===== config.mk =====
export PLATFORM = sky130hd
export DESIGN_NAME = binary_to_decimal_ascii
export DESIGN_NICKNAME = d
export VERILOG_FILES = /design/src/bdac_pkg.sv /design/src/bdac_front.sv /design/src/bdac_fifo.sv /design/src/bdac_back.sv /design/src/binary_to_decimal_ascii.sv
export SDC_FILE = /design/constraint.sdc
export NUM_CORES = 1
export LEC_CHECK = 0
export ABC_AREA = 1
export BUFFER_PORTS_ARGS = -buffer_cell sky130_fd_sc_hd__buf_2
export CORE_MARGIN = 5
export CORE_UTILIZATION = 55
export CTS_BUF_LIST = sky130_fd_sc_hd__clkbuf_16
export CTS_CLUSTER_SIZE = 16
export DETAILED_ROUTE_END_ITERATION = 10
export PLACE_DENSITY_LB_ADDON = 0.1
export SLEW_MARGIN = 40
export SYNTH_ARGS = -nofsm -noshare
export SYNTH_HDL_FRONTEND = slang
export SYNTH_SLANG_ARGS = --single-unit

===== constraint.sdc =====
create_clock -name clock -period 5.5 [get_ports clock]
set_input_delay 0.55 -clock clock [delete_from_list [all_inputs] [get_ports clock]]
set_output_delay 0.55 -clock clock [all_outputs]
set_load 0.1 [all_outputs]

===== src/bdac_pkg.sv =====
`timescale 1ns / 1ps

package bdac_pkg;

   // Fixed field widths.
   localparam int VALUE_W   = 64;
   localparam int CHAR_W    = 6;
   localparam int COUNT_W   = 5;
   localparam int DIGIT_W   = 4;

   // A 64-bit value needs at most twenty decimal digits.
   localparam int DIGIT_SLOTS        = 20;
   localparam int DEFAULT_MAX_DIGITS = 20;

   localparam logic [CHAR_W-1:0] ASCII_ZERO = 6'h30;

   // Double-dabble correction: a BCD digit of five or more gets three added
   // before the shift, so that the shift carries correctly into the next digit.
   function automatic logic [DIGIT_W-1:0] add3 (input logic [DIGIT_W-1:0] d);
      logic [DIGIT_W-1:0] r;
      if (d >= 4'd5) begin
         r = d + 4'd3;
      end else begin
         r = d;
      end
      return r;
   endfunction

endpackage


===== src/bdac_front.sv =====
`timescale 1ns / 1ps

module bdac_front
   import bdac_pkg::*;
#(
   parameter int MAX_DIGITS = DEFAULT_MAX_DIGITS,
   parameter int ENTRY_W    = MAX_DIGITS * DIGIT_W + COUNT_W
) (
   input  logic               clock,
   input  logic               reset,
   input  logic               req_valid,
   output logic               req_ready,
   input  logic [VALUE_W-1:0] req_value,
   output logic               push_valid,
   input  logic               push_ready,
   output logic [ENTRY_W-1:0] push_data
);

   localparam int BCD_W = MAX_DIGITS * DIGIT_W;
   localparam int CNT_W = $clog2(VALUE_W);
   localparam logic [CNT_W-1:0] LAST_BIT = CNT_W'(VALUE_W - 1);

   localparam logic [1:0] S_IDLE  = 2'd0;
   localparam logic [1:0] S_SHIFT = 2'd1;
   localparam logic [1:0] S_PUSH  = 2'd2;

   logic [1:0]         state_ff, state_in;
   logic [CNT_W-1:0]   bit_cnt_ff, bit_cnt_in;
   logic [VALUE_W-1:0] shreg_ff, shreg_in;
   logic [BCD_W-1:0]   bcd_ff, bcd_in;
   logic               sticky_ff, sticky_in;

   logic [BCD_W-1:0]   corrected;
   logic [COUNT_W-1:0] used;

   always_comb begin
      for (int i = 0; i < MAX_DIGITS; i++) begin
         corrected[i*DIGIT_W +: DIGIT_W] = add3(bcd_ff[i*DIGIT_W +: DIGIT_W]);
      end
   end

   // Digit count: position of the highest non-zero digit, at least one, and the
   // full width when digits were carried out beyond the top.
   always_comb begin
      used = COUNT_W'(1);
      for (int i = 0; i < MAX_DIGITS; i++) begin
         if (bcd_ff[i*DIGIT_W +: DIGIT_W] != '0) begin
            used = COUNT_W'(i + 1);
         end
      end
      if (sticky_ff) begin
         used = COUNT_W'(MAX_DIGITS);
      end
   end

   always_comb begin
      state_in   = state_ff;
      bit_cnt_in = bit_cnt_ff;
      shreg_in   = shreg_ff;
      bcd_in     = bcd_ff;
      sticky_in  = sticky_ff;
      unique case (state_ff)
         S_IDLE: begin
            if (req_valid) begin
               shreg_in   = req_value;
               bcd_in     = '0;
               sticky_in  = 1'b0;
               bit_cnt_in = '0;
               state_in   = S_SHIFT;
            end
         end
         S_SHIFT: begin
            bcd_in     = {corrected[BCD_W-2:0], shreg_ff[VALUE_W-1]};
            sticky_in  = sticky_ff | corrected[BCD_W-1];
            shreg_in   = {shreg_ff[VALUE_W-2:0], 1'b0};
            bit_cnt_in = bit_cnt_ff + CNT_W'(1);
            if (bit_cnt_ff == LAST_BIT) begin
               state_in = S_PUSH;
            end
         end
         S_PUSH: begin
            if (push_ready) begin
               state_in = S_IDLE;
            end
         end
         default: begin
            state_in = S_IDLE;
         end
      endcase
   end

   always_ff @(posedge clock) begin
      if (reset) begin
         state_ff <= S_IDLE;
      end else begin
         state_ff <= state_in;
      end
      bit_cnt_ff <= bit_cnt_in;
      shreg_ff   <= shreg_in;
      bcd_ff     <= bcd_in;
      sticky_ff  <= sticky_in;
   end

   assign req_ready  = (state_ff == S_IDLE);
   assign push_valid = (state_ff == S_PUSH);
   assign push_data  = {used, bcd_ff};

`ifndef NO_ASSERTIONS
   a_shift_runs_full: assert property (@(posedge clock) disable iff (reset)
      (state_ff == S_SHIFT && bit_cnt_ff != LAST_BIT) |=> state_ff == S_SHIFT)
      else $error("conversion left the shift phase early");
`endif

endmodule


===== src/bdac_fifo.sv =====
`timescale 1ns / 1ps

module bdac_fifo #(
   parameter int WIDTH = 8
) (
   input  logic             clock,
   input  logic             reset,
   input  logic             in_valid,
   output logic             in_ready,
   input  logic [WIDTH-1:0] in_data,
   output logic             out_valid,
   input  logic             out_ready,
   output logic [WIDTH-1:0] out_data
);

   // Two-entry queue between the converter and the digit emitter.
   localparam logic [1:0] DEPTH = 2'd2;

   logic [WIDTH-1:0] mem_ff [2];
   logic             wr_ptr_ff, wr_ptr_in;
   logic             rd_ptr_ff, rd_ptr_in;
   logic [1:0]       cnt_ff, cnt_in;
   logic             do_push, do_pop;

   assign in_ready  = (cnt_ff != DEPTH);
   assign out_valid = (cnt_ff != 2'd0);
   assign out_data  = mem_ff[rd_ptr_ff];
   assign do_push   = in_valid & in_ready;
   assign do_pop    = out_valid & out_ready;

   always_comb begin
      wr_ptr_in = wr_ptr_ff ^ do_push;
      rd_ptr_in = rd_ptr_ff ^ do_pop;
      cnt_in    = cnt_ff;
      if (do_push && !do_pop) begin
         cnt_in = cnt_ff + 2'd1;
      end else if (do_pop && !do_push) begin
         cnt_in = cnt_ff - 2'd1;
      end
   end

   always_ff @(posedge clock) begin
      if (reset) begin
         wr_ptr_ff <= 1'b0;
         rd_ptr_ff <= 1'b0;
         cnt_ff    <= 2'd0;
      end else begin
         wr_ptr_ff <= wr_ptr_in;
         rd_ptr_ff <= rd_ptr_in;
         cnt_ff    <= cnt_in;
      end
   end

   always_ff @(posedge clock) begin
      if (do_push) begin
         mem_ff[wr_ptr_ff] <= in_data;
      end
   end

`ifndef NO_ASSERTIONS
   a_fill_bound: assert property (@(posedge clock) disable iff (reset)
      cnt_ff <= DEPTH)
      else $error("queue fill count beyond its depth");
`endif

endmodule


===== src/bdac_back.sv =====
`timescale 1ns / 1ps

module bdac_back
   import bdac_pkg::*;
#(
   parameter int MAX_DIGITS = DEFAULT_MAX_DIGITS,
   parameter int ENTRY_W    = MAX_DIGITS * DIGIT_W + COUNT_W
) (
   input  logic               clock,
   input  logic               reset,
   input  logic               pop_valid,
   output logic               pop_ready,
   input  logic [ENTRY_W-1:0] pop_data,
   output logic               rsp_valid,
   input  logic               rsp_ready,
   output logic [CHAR_W-1:0]  rsp_digit_char,
   output logic [COUNT_W-1:0] rsp_digit_count,
   output logic               rsp_last
);

   localparam int BCD_W = MAX_DIGITS * DIGIT_W;
   localparam int IDX_W = (MAX_DIGITS > 1) ? $clog2(MAX_DIGITS) : 1;

   logic               valid_ff, valid_in;
   logic [BCD_W-1:0]   bcd_ff, bcd_in;
   logic [COUNT_W-1:0] count_ff, count_in;
   logic [IDX_W-1:0]   pos_ff, pos_in;

   logic [COUNT_W-1:0] pop_count;
   logic [COUNT_W-1:0] pop_top;
   logic               rsp_taken;
   logic [DIGIT_W-1:0] digit;

   assign pop_count = pop_data[ENTRY_W-1 -: COUNT_W];
   assign pop_top   = pop_count - COUNT_W'(1);
   assign rsp_taken = valid_ff & rsp_ready;
   assign pop_ready = ~valid_ff | (rsp_ready & rsp_last);

   always_comb begin
      valid_in = valid_ff;
      bcd_in   = bcd_ff;
      count_in = count_ff;
      pos_in   = pos_ff;
      if (pop_ready && pop_valid) begin
         valid_in = 1'b1;
         bcd_in   = pop_data[BCD_W-1:0];
         count_in = pop_count;
         pos_in   = pop_top[IDX_W-1:0];
      end else if (rsp_taken) begin
         if (rsp_last) begin
            valid_in = 1'b0;
         end else begin
            pos_in = pos_ff - IDX_W'(1);
         end
      end
   end

   always_ff @(posedge clock) begin
      if (reset) begin
         valid_ff <= 1'b0;
      end else begin
         valid_ff <= valid_in;
      end
      bcd_ff   <= bcd_in;
      count_ff <= count_in;
      pos_ff   <= pos_in;
   end

   assign digit           = bcd_ff[pos_ff*DIGIT_W +: DIGIT_W];
   assign rsp_valid       = valid_ff;
   assign rsp_digit_char  = ASCII_ZERO + {{(CHAR_W-DIGIT_W){1'b0}}, digit};
   assign rsp_digit_count = count_ff;
   assign rsp_last        = (pos_ff == '0);

`ifndef NO_ASSERTIONS
   a_pos_in_range: assert property (@(posedge clock) disable iff (reset)
      valid_ff |-> (COUNT_W'(pos_ff) < count_ff))
      else $error("digit position beyond the digit count");
   a_word_continues: assert property (@(posedge clock) disable iff (reset)
      (rsp_taken && !rsp_last) |=> (valid_ff && $stable(count_ff)))
      else $error("digit string broken off before its last digit");
`endif

endmodule


===== src/binary_to_decimal_ascii.sv =====
// Converts a 64-bit unsigned value to decimal ASCII digits, most significant first.
// Throughput: one value per conversion, set by the 64-step bit-serial double-dabble shifter
// in the front end, which takes no new value until the last one is pushed into the queue;
// or one digit word per cycle, while rsp_ready stays high, when the output side is slower.
// Reset is synchronous and active high; it empties the queue and idles both ends.
`timescale 1ns / 1ps

module binary_to_decimal_ascii
   import bdac_pkg::*;
#(
   parameter int MAX_DIGITS = DEFAULT_MAX_DIGITS
) (
   input  logic               clock,
   input  logic               reset,
   input  logic               req_valid,
   output logic               req_ready,
   input  logic [VALUE_W-1:0] req_value,
   output logic               rsp_valid,
   input  logic               rsp_ready,
   output logic [CHAR_W-1:0]  rsp_digit_char,
   output logic [COUNT_W-1:0] rsp_digit_count,
   output logic               rsp_last
);

   // One queue entry holds the packed BCD digits of a value and its digit count.
   localparam int ENTRY_W = MAX_DIGITS * DIGIT_W + COUNT_W;

   logic               push_valid, push_ready;
   logic [ENTRY_W-1:0] push_data;
   logic               pop_valid, pop_ready;
   logic [ENTRY_W-1:0] pop_data;

   // The front end takes a value word and runs it through the double-dabble
   // shifter, then works out how many digits the text needs.
   bdac_front #(
      .MAX_DIGITS (MAX_DIGITS),
      .ENTRY_W    (ENTRY_W)
   ) u_front (
      .clock      (clock),
      .reset      (reset),
      .req_valid  (req_valid),
      .req_ready  (req_ready),
      .req_value  (req_value),
      .push_valid (push_valid),
      .push_ready (push_ready),
      .push_data  (push_data)
   );

   // The queue lets the next conversion run while digits of the previous value
   // are still waiting to be taken.
   bdac_fifo #(
      .WIDTH (ENTRY_W)
   ) u_fifo (
      .clock     (clock),
      .reset     (reset),
      .in_valid  (push_valid),
      .in_ready  (push_ready),
      .in_data   (push_data),
      .out_valid (pop_valid),
      .out_ready (pop_ready),
      .out_data  (pop_data)
   );

   // The back end emits one digit word per handshake, from the top digit down.
   bdac_back #(
      .MAX_DIGITS (MAX_DIGITS),
      .ENTRY_W    (ENTRY_W)
   ) u_back (
      .clock           (clock),
      .reset           (reset),
      .pop_valid       (pop_valid),
      .pop_ready       (pop_ready),
      .pop_data        (pop_data),
      .rsp_valid       (rsp_valid),
      .rsp_ready       (rsp_ready),
      .rsp_digit_char  (rsp_digit_char),
      .rsp_digit_count (rsp_digit_count),
      .rsp_last        (rsp_last)
   );

endmodule

==> flow_metrics.tcl, run 1 <==
set metrics [dict create \
    antenna_cells 0 \
    period_minus_slack_ps 3490 \
    cts_setup_buffers 0 \
    drt_iter0_markers 664 \
    grt_max_degree 98 \
    gp_congestion 0.816 \
    regArea_sq_um 12500 \
    overflow 0 \
    cts_buffers 43 \
    fin_crit_sh_pct 63.4 \
    cp_slowest_cell "inv_2" \
    grt_use_total_pct 19.2 \
    path_depth 8 \
    vdd_drop_max_v 0.000323 \
    syn_to_final_growth_pct 13.1 \
    portBuffers 79 \
    post-place-ws_ps 2190 \
    fin_cells 2163 \
    cp.arrival_ps 2940 \
    synthFlopType "edfxtp_1" \
    clock_sinks 418 \
    rsz0062_at_grt "no" \
    design.die.area_sq_um 36500 \
    rows 66 \
    cts_resized 0 \
    setup_viol 0 \
    drive_above_1_share_pct 10.3 \
    antenna_left 0 \
    power_frac_seq_pct 48.2 \
    tns_ps 0 \
    clock_power_share_pct 29.1 \
    synth_area_sq_um 18000 \
    switching_share_pct 32.7 \
    startpoint_type "flop" \
    die_h_um 191 \
    io_pins 82 \
    p_per_area_nw_per_um2 488 \
    fin_skew_ps 12.4 \
    initial_core_util_pct 55.5 \
    synth_cell_types 37 \
    synthCells 1606 \
    cts_buffer_depth 3 \
    path_clk_slew_ps 60 \
    cts_tree "built" \
    layout_commonest_cell "nand2_1" \
    fmax_mhz 287 \
    end_kind "primary output" \
    worst_hold_path.num_cells 3 \
    min_path_type "primary input to flop" \
    ctsHoldBuffers 0 \
    synth_edf_count 411 \
    crit_path_cell_trace "buf_4 > inv_2 > o21ai_0 > o221ai_1 > nand3_1 > a31oi_1 > a31o_1 > buf_2" \
    synth.avg_cell_area_sq_um 11.2 \
    nets 1803 \
    antenna_found_initial 0 \
    path_buf_inv 3 \
    cp.required_ps 4950 \
    final_cell_mix "nand2_1 (548), edfxtp_1 (411), inv_1 (125)" \
    outcome "completed" \
    cpPeakStageDelay_ps 490 \
    grt_pass1_vias 10668 \
    worstMarginPinSlew_ps 804 \
    share_comb_of_total_power_pct 22.7 \
    yosysWarnings 0 \
    synth-seq-cells 418 \
    grt_pass1_wl_mm 56.2 \
    path_class "flop to primary output" \
    die_w_um 191 \
    multiInputGateArea_sq_um 4860 \
    hold_ws_ps 274 \
    dpl.hpwl_mm 22.2 \
    num_vias 11270 \
    ff2ff_path_depth 10 \
    post_drt_wl_per_cell_um 16.0 \
    synth_async_sr_flop_share_pct 0 \
    final_max_slew_viol_count 0 \
    p_sw_w 0.00326 \
    fin_ws_ps 2010 \
    slew_headroom_pct 46.4 \
    drc 0 \
    path_max_fanout 42 \
    crit_family "buffers and inverters" \
    cellInternalPower_w 0.00670 \
    root_buffer "clkbuf_16" \
    cap_violations 0 \
    drt_pre_antenna_iters 5 \
    p_leak_nw 8.14 \
    fill_cells 2599 \
    htree_levels 2 \
    hold_violations 0 \
    viasPerCell 5.21 \
    wl_mm 34.6 \
    dpl.cell_count 2084 \
    seq_area_frac_synth_pct 69.3 \
    clock_latency_ps 530 \
    core_sq_um 32500 \
]
## stage by stage
| stage | area (sq um) | power (W) | utilization (%) |
|---|---|---|---|
| floorplan | 18000 | 0.00645 | - |
| global placement | 18900 | 0.00707 | 58.1 |
| detailed placement | 18900 | 0.00710 | 58.4 |
| CTS | 20400 | 0.0100 | 62.7 |
| global route | 20400 | 0.0105 | 62.8 |
| finish | 20400 | 0.00996 | 62.8 |
## flip-flops by register name (all words and copies together), names as in the netlist
signal                  cells
u_front.sticky_ff           1
u_front.bcd_ff             80
u_front.shreg_ff           64
u_fifo.wr_ptr_ff            1
u_back.bcd_ff              80
u_back.pos_ff               5
u_fifo.cnt_ff               2
u_fifo.rd_ptr_ff            1
u_fifo.mem_ff             170
u_front.state_ff            2
u_back.rsp_digit_count      5
u_front.bit_cnt_ff          6
u_back.rsp_valid            1
## cell type report
| class | instances | area share, % |
|---|---|---|
| inverters | 129 | 2.39 |
| clock inverters | 34 | 1.58 |
| well taps | 442 | 2.71 |
| clock buffers | 44 | 5.40 |
| multi-input cells | 1001 | 23.8 |
| flip-flops and latches | 418 | 61.2 |
| repair buffers | 95 | 2.87 |
## synthesized netlist by cell type (all sizes together) (4+ instances only)
cell type,n,area (sq um)
nand2,550,2070
edfxtp,411,12300
inv,129,484
nor2,118,467
o21ai,115,587
a21oi,65,325
ha,47,588
clkbuf,44,165
nand3,23,120
o22ai,17,106
buf,15,86.3
o2111a,14,158
xor2,12,105
nor3,8,40.0
dfxtp,7,140
a31oi,6,37.5
o221ai,5,43.8
a211oi,4,30.0
a31o,4,35.0
## logic make-up (layout without fill, tap and decap cells)
group / Yosys count / in the layout / synth area share [%]
compound gates: 238 / 238 / 7.70
xor+xnor: 13 / 13 / 0.632
fa+ha+maj: 47 / 47 / 3.26
buf+inv: 188 / 302 / 4.08
flops: 418 / 418 / 69.3
mux: 1 / 1 / 0.0555
other cells: 1 / 2 / 0.0208
simple gates: 700 / 700 / 15.0
## worst min-delay path: stages
cell and delay (ps):
buf_2 70, nand2_1 40, nand2_1 40
## layer usage
layer	up-vias	part of all wire (%)	GRT usage [%]	wire length, um
met3	42	5.3	3.25	1820
met5	-	0	0	0
met4	0	1.5	3.92	527
met2	282	47	30.4	16300
met1	5293	46	28.6	15900
li1	5653	-	-	-
## power by group through the flow
stage,Combinational (W),Clock (W),Sequential (W)
2_1_floorplan,0.00164,0,0.00481
3_3_place_gp,0.00222,0,0.00485
3_5_place_dp,0.00226,0,0.00484
4_1_cts,0.00227,0.00296,0.00479
5_1_grt,0.00252,0.00312,0.00486
6_report,0.00226,0.00290,0.00480
## worst paths after layout
kind	slack, ps	start	to
setup reg to reg	2170	u_back.pos_ff[1]	u_back.pos_ff[4]
hold / removal	270	req_value[61]	u_front.shreg_ff[61]
hold reg to reg	490	u_front.bcd_ff[37]	u_fifo.mem_ff[0][37]
setup / recovery	2010	u_back.pos_ff[0]	rsp_digit_char[0]
Power figures use the tool's default switching activity.
==> run 2: changes to the inputs <==
Clock period 5.5 ns to 2.8 ns, I/O delays scaled along.
==> run 2 against run 1 <==
Compared with the run above: worst hold slack worse by 250 ps; setup slack lost 1900 ps; highest routed layer unchanged; first-iteration DRC count rose by 21%; largest cell class unchanged; critical path depth did not move.
==> flow_metrics.tcl, run 2 (synthesized netlist as in run 1, its figures left out) <==
set metrics [dict create \
    min_to "u_front.shreg_ff[11]" \
    post-place-ws_ps 210 \
    startpoint_type "flop" \
    cpPeakStageDelay_ps 410 \
    fmax_mhz 370 \
    cp_slowest_cell "edfxtp_1" \
    crit_family "compound AO/OA/AOI/OAI gates" \
    min_path_type "primary input to flop" \
    largest_reg_flops 170 \
    drt_iter0_markers 804 \
    setup_viol 0 \
    p_per_area_nw_per_um2 956 \
    grt_use_total_pct 19.5 \
    crit_path_cell_trace "inv_2 > buf_4 > o21ai_0 > o221ai_1 > o211ai_1 > a31oi_1 > a31o_1 > buf_6" \
    vdd_drop_max_v 0.000609 \
    viasPerCell 5.17 \
    r2r_end "u_back.bcd_ff[24]" \
    design.die.area_sq_um 36500 \
    drt_pre_antenna_iters 5 \
    clock_latency_ps 530 \
    placedInstanceArea_sq_um 19000 \
    drive_above_1_share_pct 10.2 \
    die_w_um 191 \
    nets 1831 \
    htree_levels 2 \
    num_vias 11326 \
    cap_violations 0 \
    portBuffers 79 \
    cp.arrival_ps 2420 \
    regToRegSetupSlack_ps 180 \
    antenna_cells 0 \
    grt_pass1_wl_mm 57.4 \
    clock_power_share_pct 28.6 \
    switching_share_pct 32.7 \
    cts_buffer_depth 3 \
    fill_cells 2479 \
    ff2ff_path_depth 8 \
    p_sw_w 0.00647 \
    fin_crit_sh_pct 96.6 \
    path_max_fanout 21 \
    reg_top3 "u_fifo.mem_ff x170, u_back.bcd_ff x80, u_front.bcd_ff x80" \
    root_buffer "clkbuf_16" \
    end_kind "primary output" \
    drc 0 \
    hold_violations 0 \
    path_class "flop to primary output" \
    fin_ws_ps 96.4 \
    cts_tree "built" \
    worst_hold_path.num_cells 3 \
    cellInternalPower_w 0.0133 \
    antenna_found_initial 0 \
    fin_skew_ps 10.1 \
    worstMarginPinSlew_ps 763 \
    wl_mm 35.3 \
    die_h_um 191 \
    initial_core_util_pct 55.5 \
    final_max_slew_viol_count 0 \
    final_cell_mix "nand2_1 (548), edfxtp_1 (411), inv_1 (130)" \
    rsz0062_at_grt "no" \
    dpl.hpwl_mm 21.5 \
    hp-start "req_value[11]" \
    grt_pass1_vias 11186 \
    final_util_pct 63.8 \
    path_clk_slew_ps 60 \
    post_drt_wl_per_cell_um 16.1 \
    cp.required_ps 2520 \
    grt_max_degree 143 \
    cts_setup_buffers 0 \
    hold_ws_ps 19.4 \
    multiInputGateArea_sq_um 4860 \
    tns_ps 0 \
    fin_area_sq_um 20700 \
    io_pins 82 \
    gp_congestion 0.819 \
    largest_register "u_fifo.mem_ff" \
    power_frac_seq_pct 46.9 \
    outcome "completed" \
    cts_buffers 44 \
    antenna_left 0 \
    path_buf_inv 3 \
    r2r-start "u_back.pos_ff[3]" \
    clock_sinks 418 \
    core_sq_um 32500 \
    overflow 0 \
    p_leak_nw 8.28 \
    layout_commonest_cell "nand2_1" \
    regArea_sq_um 12500 \
    syn_to_final_growth_pct 14.9 \
    period_minus_slack_ps 2700 \
    share_comb_of_total_power_pct 24.5 \
    rows 66 \
    slew_headroom_pct 49.1 \
]
==> run 2: cell types whose count changed in the layout (fill, tap and decap cells not counted), moves of 3 or more <==
cell / previous run / this run
buf_4: 11 / 14
clkinv_2: 7 / 3
buf_6: 0 / 4
inv_1: 125 / 130
buf_12: 4 / 7
buf_2: 79 / 74
dlygate4sd3_1: 0 / 22
==> run 2: repair_timing <==
action / in CTS / in global routing
setup endpoints to repair: 4 / 4
endpoints found under the hold margin: 22 / 0
resized for setup: 4 / 6
hold buffers: 22 / 0
==> run 2: through the flow <==
stage,power (W),instances
after CTS,0.0199,2191
after global placement,0.0140,2090
after floorplan,0.0127,1607
after global routing,0.0208,2191
after detailed placement,0.0141,2090
final,0.0198,2191
==> run 2: final cells by class <==
class,count,share of cell area (%)
Timing Repair Buffer,122,4.33
Inverter,129,2.47
Clock inverter,34,1.33
Multi-Input combinational cell,1001,23.5
Sequential cell,418,60.3
Tap cell,442,2.67
Clock buffer,45,5.44
==> run 2: power by group through the flow <==
stage / Sequential [W] / Combinational (W) / Clock (W)
2_1_floorplan: 0.00940 / 0.00329 / 0
4_1_cts: 0.00929 / 0.00481 / 0.00577
3_5_place_dp: 0.00939 / 0.00473 / 0
3_3_place_gp: 0.00938 / 0.00463 / 0
6_report: 0.00929 / 0.00484 / 0.00566
5_1_grt: 0.00942 / 0.00536 / 0.00604
==> run 2: tightest hold or removal path: cells and delay by family <==
kind	cells	cell delay [ps]
and+or+nand+nor	2	80
buffers and inverters	1	70
==> run 2: worst max path at each step <==
stage,start,slack (ps),cells after the start,to
2_1_floorplan,u_front.state_ff[1],-480,3,u_fifo.mem_ff[1][0]
3_3_place_gp,u_back.pos_ff[3],260,8,u_back.bcd_ff[25]
3_5_place_dp,u_back.pos_ff[3],210,8,u_back.bcd_ff[24]
4_1_cts,u_back.pos_ff[0],20,7,rsp_digit_char[1]
5_1_grt,u_back.pos_ff[0],8,8,rsp_digit_char[3]
6_report,u_back.pos_ff[1],100,8,rsp_digit_char[1]
==> run 2: per-layer routing <==
layer	up-vias	share of wire (%)	global-route usage [%]
met3	65	4.5	3.12
met5	-	0	0
met4	0	2.2	5.17
met1	5313	46	27.3
li1	5689	-	-
met2	259	47	32.1
==> run 3: changes to the inputs <==
Settings changed: CORE_MARGIN 5 to not set, GPL_ROUTABILITY_DRIVEN set to 0, PLACE_DENSITY_LB_ADDON 0.1 to 0.12.
==> run 3 against run 2 <==
Compared with the run above: flip-flop and latch count did not move; cell area fell by 0.13%; maximum frequency fell by 0.22%; global-route usage rose by 1.9 points; sequential share of layout area rose by 0.080 points; power fell by 1.2%; clock power fell by 4.6%; setup slack got worse by 5.9 ps; critical path depth did not move.
==> flow_metrics.tcl, run 3 (synthesized netlist as in run 1, its figures left out) <==
set metrics [dict create \
    outcome "completed" \
    largest_register "u_fifo.mem_ff" \
    report.power.total_w 0.0195 \
    path_clk_slew_ps 60 \
    cts_setup_buffers 0 \
    nets 1834 \
    drt_pre_antenna_iters 6 \
    cap_violations 0 \
    cts_buffer_depth 3 \
    drive_above_1_share_pct 10.3 \
    cts_tree "built" \
    io_pins 82 \
    initial_core_util_pct 56.5 \
    syn_to_final_growth_pct 14.7 \
    hp-start "req_value[61]" \
    end_kind "primary output" \
    cts_buffers 43 \
    cp.required_ps 2520 \
    grt_use_total_pct 21.4 \
    post_drt_wl_per_cell_um 16.1 \
    root_buffer "clkbuf_16" \
    drt_iter0_markers 990 \
    cp.arrival_ps 2430 \
    period_minus_slack_ps 2710 \
    p_leak_nw 8.24 \
    largest_reg_flops 170 \
    startpoint_type "flop" \
    p_per_area_nw_per_um2 945 \
    fin_ws_ps 90.5 \
    clock_sinks 418 \
    drc 0 \
    htree_levels 2 \
    setup_viol 0 \
    viasPerCell 5.25 \
    hold_violations 0 \
    rows 65 \
    fin_crit_sh_pct 96.8 \
    tns_ps 0 \
    fin_skew_ps 12.4 \
    grt_pass1_vias 11064 \
    clock_latency_ps 530 \
    min_path_type "primary input to flop" \
    slew_headroom_pct 59.3 \
    r2r-start "u_back.pos_ff[3]" \
    design.die.area_sq_um 33500 \
    core_sq_um 31900 \
    final_util_pct 64.9 \
    num_vias 11449 \
    die_h_um 183 \
    final_cell_mix "nand2_1 (548), edfxtp_1 (411), inv_1 (122)" \
    fill_cells 2461 \
    critPathLaunch "u_back.pos_ff[0]" \
    portBuffers 79 \
    vdd_drop_max_v 0.000554 \
    layout_commonest_cell "nand2_1" \
    antenna_cells 0 \
    die_w_um 183 \
    final_max_slew_viol_count 0 \
    path_max_fanout 17 \
    dpl.hpwl_mm 21.8 \
    wl_mm 35.1 \
    antenna_found_initial 0 \
    grt_pass1_wl_mm 56.1 \
    worstMarginPinSlew_ps 611 \
    grt_max_degree 143 \
    fmax_mhz 369 \
    overflow 0 \
    antenna_left 0 \
    path_class "flop to primary output" \
    reg_top3 "u_fifo.mem_ff x170, u_back.bcd_ff x80, u_front.bcd_ff x80" \
    post-place-ws_ps 324 \
]
==> run 3: repair_timing <==
action / CTS / global route
gates resized for setup: 4 / 6
hold buffers: 27 / 0
endpoints found under the setup margin: 4 / 4
cloned: 0 / 0
endpoints found under the hold margin: 27 / 0
pin swaps: 0 / 0
==> run 3: stage by stage <==
stage	std cells	instance area, sq um	hold slack [ps]
floorplan	1607	18100	347
global placement	2082	19100	460
detailed placement	2082	19100	471
CTS	2180	20700	0.0800
global route	2180	20700	11.2
finish	2180	20700	20.3
==> run 3: final timing paths <==
check,endpoint,slack (ps),cells after the start
max,rsp_digit_char[0],90,8
min,u_front.shreg_ff[61],20,3
max reg2reg,u_back.pos_ff[4],320,11
min reg2reg,u_fifo.mem_ff[1][77],480,0
==> run 3: worst max-delay path: stages, from the launching register on <==
cell      delay, ps
edfxtp_1        450
inv_4           170
buf_4           230
nor2_1           70
o22ai_1         240
nand2_1          90
a31oi_1         200
a31o_1          190
buf_6           240
==> run 3: routing by layer <==
metal,up-vias,wire [um],track usage [%]
met3,65,1800,3.10
met2,302,17000,35.7
met1,5385,15500,29.1
met4,0,864,6.73
met5,-,0,0
li1,5697,-,-
==> run 3: cell type report <==
cell class	count	area, sq um	share of cell area, %
inverters	129	513	2.48
clock buffers	45	1130	5.45
flip-flops and latches	418	12500	60.4
well taps	435	544	2.63
clock inverters	26	190	0.920
repair buffers	126	960	4.64
multi-input cells	1001	4860	23.5
==> run 3: power breakdown <==
| group | total (W) | switching [W] | internal (W) |
|---|---|---|---|
| clock | 0.00540 | 0.00225 | 0.00315 |
| combinational | 0.00479 | 0.00342 | 0.00137 |
| sequential | 0.00935 | 0.000755 | 0.00860 |
| total | 0.0195 | 0.00643 | 0.0131 |
